### src/sv/ptcp_pkg.sv
`timescale 1ns / 1ps
// ----------------------------------------------------------------------------
// ptcp_pkg
// Shared types, constants and small arithmetic helpers for the closest point
// on triangle core.
// ----------------------------------------------------------------------------
package ptcp_pkg;

  // reduced vector precision
  localparam int RED_BITS = 14;
  localparam int RW       = 15;
  localparam int QBITS    = 30;

  // fixed weights and limits
  localparam logic [30:0] ONE_Q30   = 31'h4000_0000;
  localparam logic [30:0] THIRD_Q30 = 31'd357913941;
  localparam logic [62:0] DIST_MAX  = 63'h7FFF_FFFF_FFFF_FFFF;
  localparam logic [31:0] SQ_LIMIT  = 32'd3037000499;

  // how the back end finishes a word
  localparam logic [1:0] MODE_FIXED = 2'd0;
  localparam logic [1:0] MODE_INTER = 2'd1;
  localparam logic [1:0] MODE_EDGE  = 2'd2;

  // divider special cases
  localparam logic [1:0] DIV_NORM = 2'd0;
  localparam logic [1:0] DIV_ONE  = 2'd1;
  localparam logic [1:0] DIV_ZERO = 2'd2;

  // queue between front and back
  localparam int QDEPTH = 4;
  localparam int QAW    = 2;

  typedef struct packed {
    logic [1:0]        mode;
    logic [1:0]        edge_sel;
    logic [2:0][30:0]  wt;
    logic [61:0]       na;
    logic [61:0]       da;
    logic [61:0]       nb;
    logic [61:0]       db;
  } ptcp_ctl_t;

  function automatic logic signed [31:0] mul15(input logic signed [14:0] a,
                                               input logic signed [14:0] b);
    logic signed [31:0] ax;
    logic signed [31:0] bx;
    ax = 32'(a);
    bx = 32'(b);
    return ax * bx;
  endfunction

  function automatic logic signed [33:0] mul16(input logic signed [15:0] a,
                                               input logic signed [15:0] b);
    logic signed [33:0] ax;
    logic signed [33:0] bx;
    ax = 34'(a);
    bx = 34'(b);
    return ax * bx;
  endfunction

  function automatic logic signed [63:0] mul32(input logic signed [31:0] a,
                                               input logic signed [31:0] b);
    logic signed [63:0] ax;
    logic signed [63:0] bx;
    ax = 64'(a);
    bx = 64'(b);
    return ax * bx;
  endfunction

  function automatic logic [1:0] div_flag(input logic [61:0] n, input logic [61:0] d);
    logic [1:0] f;
    if (d == '0) f = DIV_ZERO;
    else if (n >= d) f = DIV_ONE;
    else f = DIV_NORM;
    return f;
  endfunction

endpackage

### src/sv/ptcp_queue.sv
`timescale 1ns / 1ps
// ----------------------------------------------------------------------------
// ptcp_queue
// Short first-in first-out buffer between the front and back ends.
// ----------------------------------------------------------------------------
module ptcp_queue
  import ptcp_pkg::*;
#(
  parameter int W = 8
) (
  input  logic         clk,
  input  logic         rst_n,
  input  logic         wr_en,
  input  logic [W-1:0] wr_data,
  output logic         full,
  input  logic         rd_en,
  output logic [W-1:0] rd_data,
  output logic         empty
);

  logic [W-1:0]   mem_r [QDEPTH];
  logic [QAW-1:0] wp_r;
  logic [QAW-1:0] rp_r;
  logic [QAW:0]   cnt_r;

  assign full    = (cnt_r == (QAW+1)'(QDEPTH));
  assign empty   = (cnt_r == '0);
  assign rd_data = mem_r[rp_r];

  // pointers and fill count
  always_ff @(posedge clk) begin
    if (!rst_n) begin
      wp_r  <= '0;
      rp_r  <= '0;
      cnt_r <= '0;
    end else begin
      if (wr_en) wp_r <= wp_r + 1'b1;
      if (rd_en) rp_r <= rp_r + 1'b1;
      unique case ({wr_en, rd_en})
        2'b10:   cnt_r <= cnt_r + 1'b1;
        2'b01:   cnt_r <= cnt_r - 1'b1;
        default: cnt_r <= cnt_r;
      endcase
    end
  end

  // storage
  always_ff @(posedge clk) begin
    if (wr_en) mem_r[wp_r] <= wr_data;
  end

endmodule

### config.mk
export PLATFORM = sky130hd
export DESIGN_NAME = ptcp_queue
export DESIGN_NICKNAME = d
export VERILOG_FILES = /design/src/sv/ptcp_pkg.sv /design/src/sv/ptcp_queue.sv
export SDC_FILE = /design/constraint.sdc
export NUM_CORES = 1
export LEC_CHECK = 0
export ABC_AREA = 1
export BUFFER_PORTS_ARGS = -buffer_cell sky130_fd_sc_hd__buf_2
export CAP_MARGIN = 10
export CORE_ASPECT_RATIO = 0.6
export CORE_MARGIN = 1
export CORE_UTILIZATION = 45
export DETAILED_ROUTE_END_ITERATION = 16
export HOLD_SLACK_MARGIN = 0.05
export PLACE_DENSITY_LB_ADDON = 0.3
export SYNTH_ARGS = -nofsm -noshare
export SYNTH_HDL_FRONTEND = slang
export SYNTH_SLANG_ARGS = --single-unit
### constraint.sdc
create_clock -name clk -period 1.8 [get_ports clk]
set_clock_uncertainty 0.2 [all_clocks]
set_input_delay 0.18 -clock clk [delete_from_list [all_inputs] [get_ports clk]]
set_output_delay 0.18 -clock clk [all_outputs]
set_load 0.005 [all_outputs]
======== Yosys cells after proc, flatten, opt, wreduce, memory -nomap -nowiden ========
Memory sizes are Yosys's and may differ from the RTL's. A register that Yosys moved wholly into a read port is not among the register bits.
Cells that the tools add are included.
cells by class
  add/sub/neg operators ................... 4
  equality and inequality tests ........... 3
  muxes and demuxes ....................... 5
  reductions and logical operators ........ 2
operators with widths
  operator             number
  $pmux 3 s2           1
  $add 2x1->2 const B  2
  $mux 2               2
  $add 3x1->3 const B  1
  $eq 3x3->1 const B   1
  $logic_not 3->1      1
  $sub 3x1->3 const B  1
  $eq 2x1->1 const B   1
  $eq 2x2->1 const B   1
  $mux 1               2
  $reduce_bool 2->1    1
word-level totals
  flip-flop bits (word level) ............. 7
  memory bits (writable) .................. 32
  bits of input ports ..................... 12
  memories kept ........................... 1
memories
  name   depth  bits a word  rd ports  clocked after memory_dff  write ports  RTL line          text
  mem_r  4      8            1         1                         1            ptcp_queue.sv:21  logic [W-1:0] mem_r [QDEPTH];

======== Depth between registers and ports, before layout ========
Gate-level depths: netlist (run 1).
  word-level depth ........................ 3
  depth in mapped cells ................... 10
  gate-level depth less buffers ........... 10

======== Worst setup path before layout (run 1) ========
Ideal clock, no wire load.
  path type ............................... input to register
  from .................................... in wr_en
  to ...................................... reg cnt_r[2]
  arrival time ............................ 1134 ps
  required time ........................... 1490 ps
  path slack .............................. 357 ps
  cell stages on the path ................. 10
  path buffers ............................ 0
  cells stage by stage .................... inv_1 -> ha_1 -> inv_1 -> fa_1 -> inv_1 -> nand2_1 -> nand3_1 -> nand2_1 -> inv_1 -> nor2_1
on the way
  longest elaborated chain between the ends .. 2
  elaborated cells between the ends (all ways) .. 4
  those cells by class .................... eq/ne (2); mux (1); reduce/logical (1)
RTL lines
  item                                             RTL line          text
  from (decl)                                      ptcp_queue.sv:13  input logic wr_en,
  $eq 2x1->1 or $eq 2x2->1 (tied branches)         ptcp_queue.sv:39  unique case ({wr_en, rd_en})
  $pmux 3 s2 or $reduce_bool 2->1 (tied branches)  n/a
  to (signal assigned)                             ptcp_queue.sv:40  2'b10: cnt_r <= cnt_r + 1'b1;
  to (signal assigned)                             ptcp_queue.sv:41  2'b01: cnt_r <= cnt_r - 1'b1;
  to (signal assigned)                             ptcp_queue.sv:42  default: cnt_r <= cnt_r;
  to (decl)                                        ptcp_queue.sv:24  logic [QAW:0] cnt_r;
Parallel ways exist; a longest one is shown, timed or not.
A chain may end at the register's enable or synchronous reset.

==> results of run 1 <==
==> worst paths after layout <==
check,start,end
worst min register to register,rp_r[1],flip-flop
worst max register to register,wp_r[0],mem_r[0][3]
worst min-delay path,wr_en,wp_r[0]
worst max-delay path,flip-flop,rd_data[0]
==> layout make-up <==
class | count | area share
Clock buffer | 7 | 0.0387
Tap cell | 45 | 0.0286
Sequential cell | 41 | 0.580
Clock inverter | 1 | 0.00254
Inverter | 17 | 0.0349
Timing Repair Buffer | 31 | 0.107
Multi-Input combinational cell | 73 | 0.209
==> placed cells by master, fill, tap and decap left out, drive strengths merged, types with 2 or more instances in the layout <==
cell,instances
dlygate4sd3,9
clkbuf,7
nor3,2
ha,5
o21ai,22
nand2,9
o22ai,8
buf,21
inv,17
a21oi,5
edfxtp,32
dfxtp,9
nor2,19
==> kinds of logic (layout without fill, tap and decap cells) <==
| kind of cell | Yosys count | in the layout | share of synthesized area |
|---|---|---|---|
| AO/OA/AOI/OAI | 35 | 35 | 0.118 |
| adder cells (fa/ha/maj) | 6 | 6 | 0.0505 |
| buffers and inverters | 19 | 56 | 0.0528 |
| flip-flops | 41 | 41 | 0.698 |
| AND/OR/NAND/NOR | 32 | 32 | 0.0804 |
==> report_power, final <==
group	leakage [nW]	internal [mW]	switching, mW	total, mW
sequential	0.369	1.07	0.0264	1.10
combinational	0.380	0.0922	0.123	0.216
clock	0.0422	0.272	0.284	0.556
total	0.791	1.43	0.434	1.87
==> tightest hold or removal path, delay by kind of cell <==
kind	cells	cell delay [ns]
AO/OA/AOI/OAI	1	0.08
buffers and inverters	2	0.26
==> state kept, by name, summed over array words and instances, names as in the netlist, named ones only <==
name	flops
wp_r	2
cnt_r	3
rp_r	2
mem_r	32
==> stage by stage <==
stage | utilization | power (mW) | cells | cell area [um2] | setup WS (ns)
2_1_floorplan | - | 1.23 | 133 | 1630 | 0.357
3_3_place_gp | 0.529 | 1.30 | 198 | 1780 | 0.184
3_5_place_dp | 0.529 | 1.31 | 198 | 1780 | 0.0893
4_1_cts | 0.584 | 1.88 | 216 | 1960 | 0.0357
5_1_grt | 0.586 | 1.96 | 215 | 1970 | 0.0187
6_report | 0.586 | 1.87 | 215 | 1970 | 0.134
==> what timing repair did <==
item	4_1_cts	5_1_grt
setup endpoints to repair	1	2
endpoints found under the hold margin	41	0
pin swaps	0	1
hold buffers	10	0
resized for setup	2	7
==> per-layer routing <==
metal	share of wire	routed length, um	GRT usage
met5	0	0	0
met4	0.019	57	0.0714
met3	0.045	131	0.0566
met2	0.46	1360	0.278
met1	0.47	1380	0.217
==> impl_metrics.py, run 1 <==
metrics = {
    "clock_network": {
        "path_clk_slew_ns": 0.07,
        "insertion_delay_ns": 0.28,
        "cts.sinks": 41,
        "cts_tree": "done",
        "cts_made_buffers": 5,
        "clock_path_buffers": 2,
        "cts_setup_buffers": 0,
        "cts-root-buf": "clkbuf_8",
        "htree_levels": 2,
    },
    "logic_synthesis": {
        "synth.avg_cell_area_um2": 12.3,
        "syn_inst": 133,
        "synth_top_cell_by_area": "edfxtp_1",
        "yosys_warnings": 0,
        "synth_seq_area_share": 0.698,
        "synth_edf_count": 32,
        "synth-seq-cells": 41,
        "synthMostInstantiatedCell": "edfxtp_1",
        "syn_nets": 151,
        "async_reset_ff_frac": 0,
        "mappedNetlistArea_mm2": 0.00163,
        "synth_ff_type": "edfxtp_1",
        "yosysTopAreaCellShare": 0.588,
        "ys_top_cells_by_area": "edfxtp_1 (59%), dfxtp_1 (11%), o21ai_0 (5.5%)",
        "synth_commonest_cells": "edfxtp_1 (32), o21ai_0 (18), nor2_1 (17), inv_1 (16)",
        "synth.distinct_cells": 18,
    },
    "placed_design": {
        "gp_congestion": 0.786,
        "io_buffer_count": 21,
        "hpwl_mm": 1.98,
    },
    "power_and_ir_drop": {
        "p_leak_nw": 0.791,
        "ir_drop_mv": 0.460,
        "power_density_mw_per_mm2": 948,
    },
    "status": {
        "status": "completed",
    },
    "critical_path": {
        "cp.required_ns": 1.42,
        "arrival_ns": 1.29,
        "cp.depth": 4,
        "crit_path_start_kind": "flip-flop",
        "end_kind": "output pin",
        "path_buf_inv": 2,
        "critPathMaxStageDelay_ns": 0.43,
        "path_max_fanout": 10,
        "rrSetupSlack_ns": 0.31,
        "rr_worst_depth": 4,
        "critPathTopFamily": "flip-flops",
        "cp_slowest_cell": "dfxtp_2",
        "cp_cell_sequence": "buf_4 -> o21ai_0 -> o22ai_1 -> buf_2",
        "critical_path_class": "reg2out",
    },
    "global_route": {
        "grt_pass1_wl_mm": 4.80,
        "grt_overflow_total": 0,
        "grt_pass1_vias": 1089,
        "grt_util_all_layers": 0.173,
        "grt_start_max_net_pins": 17,
        "antenna_found_initial": 0,
    },
    "finish": {
        "multiInputGateArea_um2": 412,
        "diodes": 0,
        "seq_area_mm2": 0.00114,
        "fillers": 281,
        "final_nets": 187,
        "drive_gt1_frac": 0.218,
        "syn_to_final_growth_pct": 20.7,
    },
    "worst_hold_path": {
        "whs_path_depth": 3,
        "hold_path.class": "in2reg",
    },
    "timing": {
        "fmax_mhz": 600,
        "tightest_slew_ns": 0.388,
        "setup-violations-final": 0,
        "period_minus_slack_ns": 1.67,
        "finalHoldWorstSlack_ns": 0.0792,
        "hold_viol": 0,
        "drv_slew": 0,
        "setup-tns-final_ns": 0,
        "post-route-period-util": 0.925,
        "slew_headroom": 0.741,
        "rsz0062_at_grt": "no",
    },
    "die": {
        "die_h_um": 48.7,
        "die-area_mm2": 0.00388,
        "coreArea_mm2": 0.00336,
        "fp-row-count": 16,
        "ios": 22,
        "die_x_um": 79.8,
        "initial_utilization": 0.486,
    },
    "drt": {
        "drt_iter0_drc": 52,
        "drt.antenna.violating_nets": 0,
        "drc_errors": 0,
        "num_vias": 1075,
        "routed_wl_mm": 2.93,
        "first_pass_iters": 4,
        "wl_per_cell_um": 13.6,
        "via_per_inst": 5.00,
    },
    "run": {
        "maxCapViolCount": 0,
    },
}
(Power assumes the default switching activity.)
==> inputs of run 2 (changes only) <==
--- a/config.mk
+++ b/config.mk
@@ -10,7 +10,7 @@
 export CAP_MARGIN = 10
 export CORE_ASPECT_RATIO = 0.6
 export CORE_MARGIN = 1
-export CORE_UTILIZATION = 45
+export CORE_UTILIZATION = 30
 export DETAILED_ROUTE_END_ITERATION = 16
 export HOLD_SLACK_MARGIN = 0.05
 export PLACE_DENSITY_LB_ADDON = 0.3
==> constraint.sdc (replaced) <==
create_clock -name clk -period 1.75 [get_ports clk]
set_clock_uncertainty 0.2 [all_clocks]
set_input_delay 0.175 -clock clk [delete_from_list [all_inputs] [get_ports clk]]
set_output_delay 0.175 -clock clk [all_outputs]
set_load 0.005 [all_outputs]
==> impl_metrics.py, run 2 (synthesis results as in run 1) <==
metrics = {
    "global_route": {
        "grt_overflow_total": 0,
        "grt_util_all_layers": 0.125,
        "antenna_found_initial": 0,
        "grt_start_max_net_pins": 17,
        "grt_pass1_wl_mm": 5.21,
        "grt_pass1_vias": 1115,
    },
    "drt": {
        "via_per_inst": 4.56,
        "drt_iter0_drc": 20,
        "wl_per_cell_um": 13.3,
        "drt.antenna.violating_nets": 0,
        "drc_errors": 0,
        "routed_wl_mm": 3.19,
        "first_pass_iters": 4,
        "num_vias": 1094,
    },
    "finish": {
        "layout_common_cells": "edfxtp_1 (32), buf_2 (21), nor2_1 (17), o21ai_0 (17), inv_1 (15)",
        "largest_reg_flops": 32,
        "syn_to_final_growth_pct": 25.7,
        "final_cell_area_mm2": 0.00205,
        "final_nets": 192,
        "diodes": 0,
        "layout.cells.most_common": "edfxtp_1",
        "regMostFlops": "mem_r",
        "top_regs": "mem_r: 32 flops, cnt_r: 3 flops",
        "drive_gt1_frac": 0.230,
        "fillers": 496,
    },
    "clock_network": {
        "cts.sinks": 41,
        "cts-root-buf": "clkbuf_8",
        "cts_tree": "done",
        "clock_path_buffers": 2,
        "htree_levels": 2,
        "insertion_delay_ns": 0.29,
        "path_clk_slew_ns": 0.07,
        "cts_made_buffers": 5,
    },
    "power_and_ir_drop": {
        "p_leak_nw": 0.818,
        "power_density_mw_per_mm2": 1010,
        "ir_drop_mv": 0.471,
    },
    "die": {
        "die-area_mm2": 0.00576,
        "coreArea_mm2": 0.00515,
        "initial_utilization": 0.317,
        "die_h_um": 59.2,
        "ios": 22,
        "fp-row-count": 20,
        "die_x_um": 97.3,
    },
    "timing": {
        "rsz0062_at_grt": "no",
        "slew_headroom": 0.729,
        "setup-tns-final_ns": 0,
        "tightest_slew_ns": 0.406,
        "setup-violations-final": 0,
        "drv_slew": 0,
        "fmax_mhz": 622,
        "post-route-period-util": 0.918,
        "hold_viol": 0,
        "period_minus_slack_ns": 1.61,
    },
    "critical_path": {
        "arrival_ns": 1.23,
        "path_max_fanout": 8,
        "rr_worst_depth": 4,
        "crit_path_start_kind": "flip-flop",
        "cp.required_ns": 1.37,
        "rrSetupSlack_ns": 0.22,
        "end_kind": "output pin",
        "critical_path_class": "reg2out",
    },
    "worst_hold_path": {
        "hold_path.class": "in2reg",
        "whs_path_depth": 3,
    },
    "run": {
        "maxCapViolCount": 0,
    },
    "status": {
        "status": "completed",
    },
    "placed_design": {
        "placed_area_mm2": 0.00181,
        "io_buffer_count": 21,
        "hpwl_mm": 2.19,
        "gp_congestion": 0.805,
    },
}
[run 2: worst max-delay path: stages (launching register included)]
cell and delay (ns):
dfxtp_2 0.37, buf_4 0.17, o21ai_0 0.10, o22ai_1 0.17, buf_2 0.14
[run 2: final cells by class]
type,count,area [um2],share of cell area
Sequential cell,41,1150,0.558
Multi-Input combinational cell,73,407,0.198
Timing Repair Buffer,36,245,0.119
Tap cell,66,82.6,0.0402
Inverter,17,70.1,0.0341
Clock buffer,5,68.8,0.0335
Clock inverter,2,35.0,0.0171
[run 2: per-layer routing]
| layer | routed length, um | track usage |
|---|---|---|
| met1 | 1570 | 0.148 |
| met5 | 0 | 0 |
| met3 | 108 | 0.0389 |
| met2 | 1460 | 0.216 |
| met4 | 53 | 0.0567 |
[run 2: stage by stage]
step | utilization | std cells | hold slack (ns) | total power, mW | setup slack [ns]
after floorplan | - | 133 | 0.0739 | 1.27 | 0.312
after global placement | 0.352 | 220 | 0.181 | 1.34 | 0.125
after detailed placement | 0.352 | 220 | 0.193 | 1.36 | 0.0213
after CTS | 0.395 | 238 | 0.0612 | 2.09 | 0.0547
after global routing | 0.399 | 240 | 0.113 | 2.17 | 0.0358
final | 0.399 | 240 | 0.0637 | 2.07 | 0.143
[run 2: path summary, 6_finish.rpt]
path	start	to
max	flip-flop	rd_data[2]
min	wr_en	wp_r[0]
max reg2reg	wp_r[0]	mem_r[0][7]
min reg2reg	rp_r[1]	flip-flop
[run 2: report_power, final]
group | total (mW) | internal, mW | leakage [nW] | switching [mW]
clock | 0.709 | 0.414 | 0.0540 | 0.295
sequential | 1.12 | 1.10 | 0.370 | 0.0229
combinational | 0.237 | 0.102 | 0.394 | 0.135
[run 2: timing repair]
item | CTS | global route
hold buffers | 11 | 0
setup endpoints to repair | 8 | 5
hold endpoints to repair | 41 | 0
resized for setup | 3 | 4
setup buffers | 0 | 2
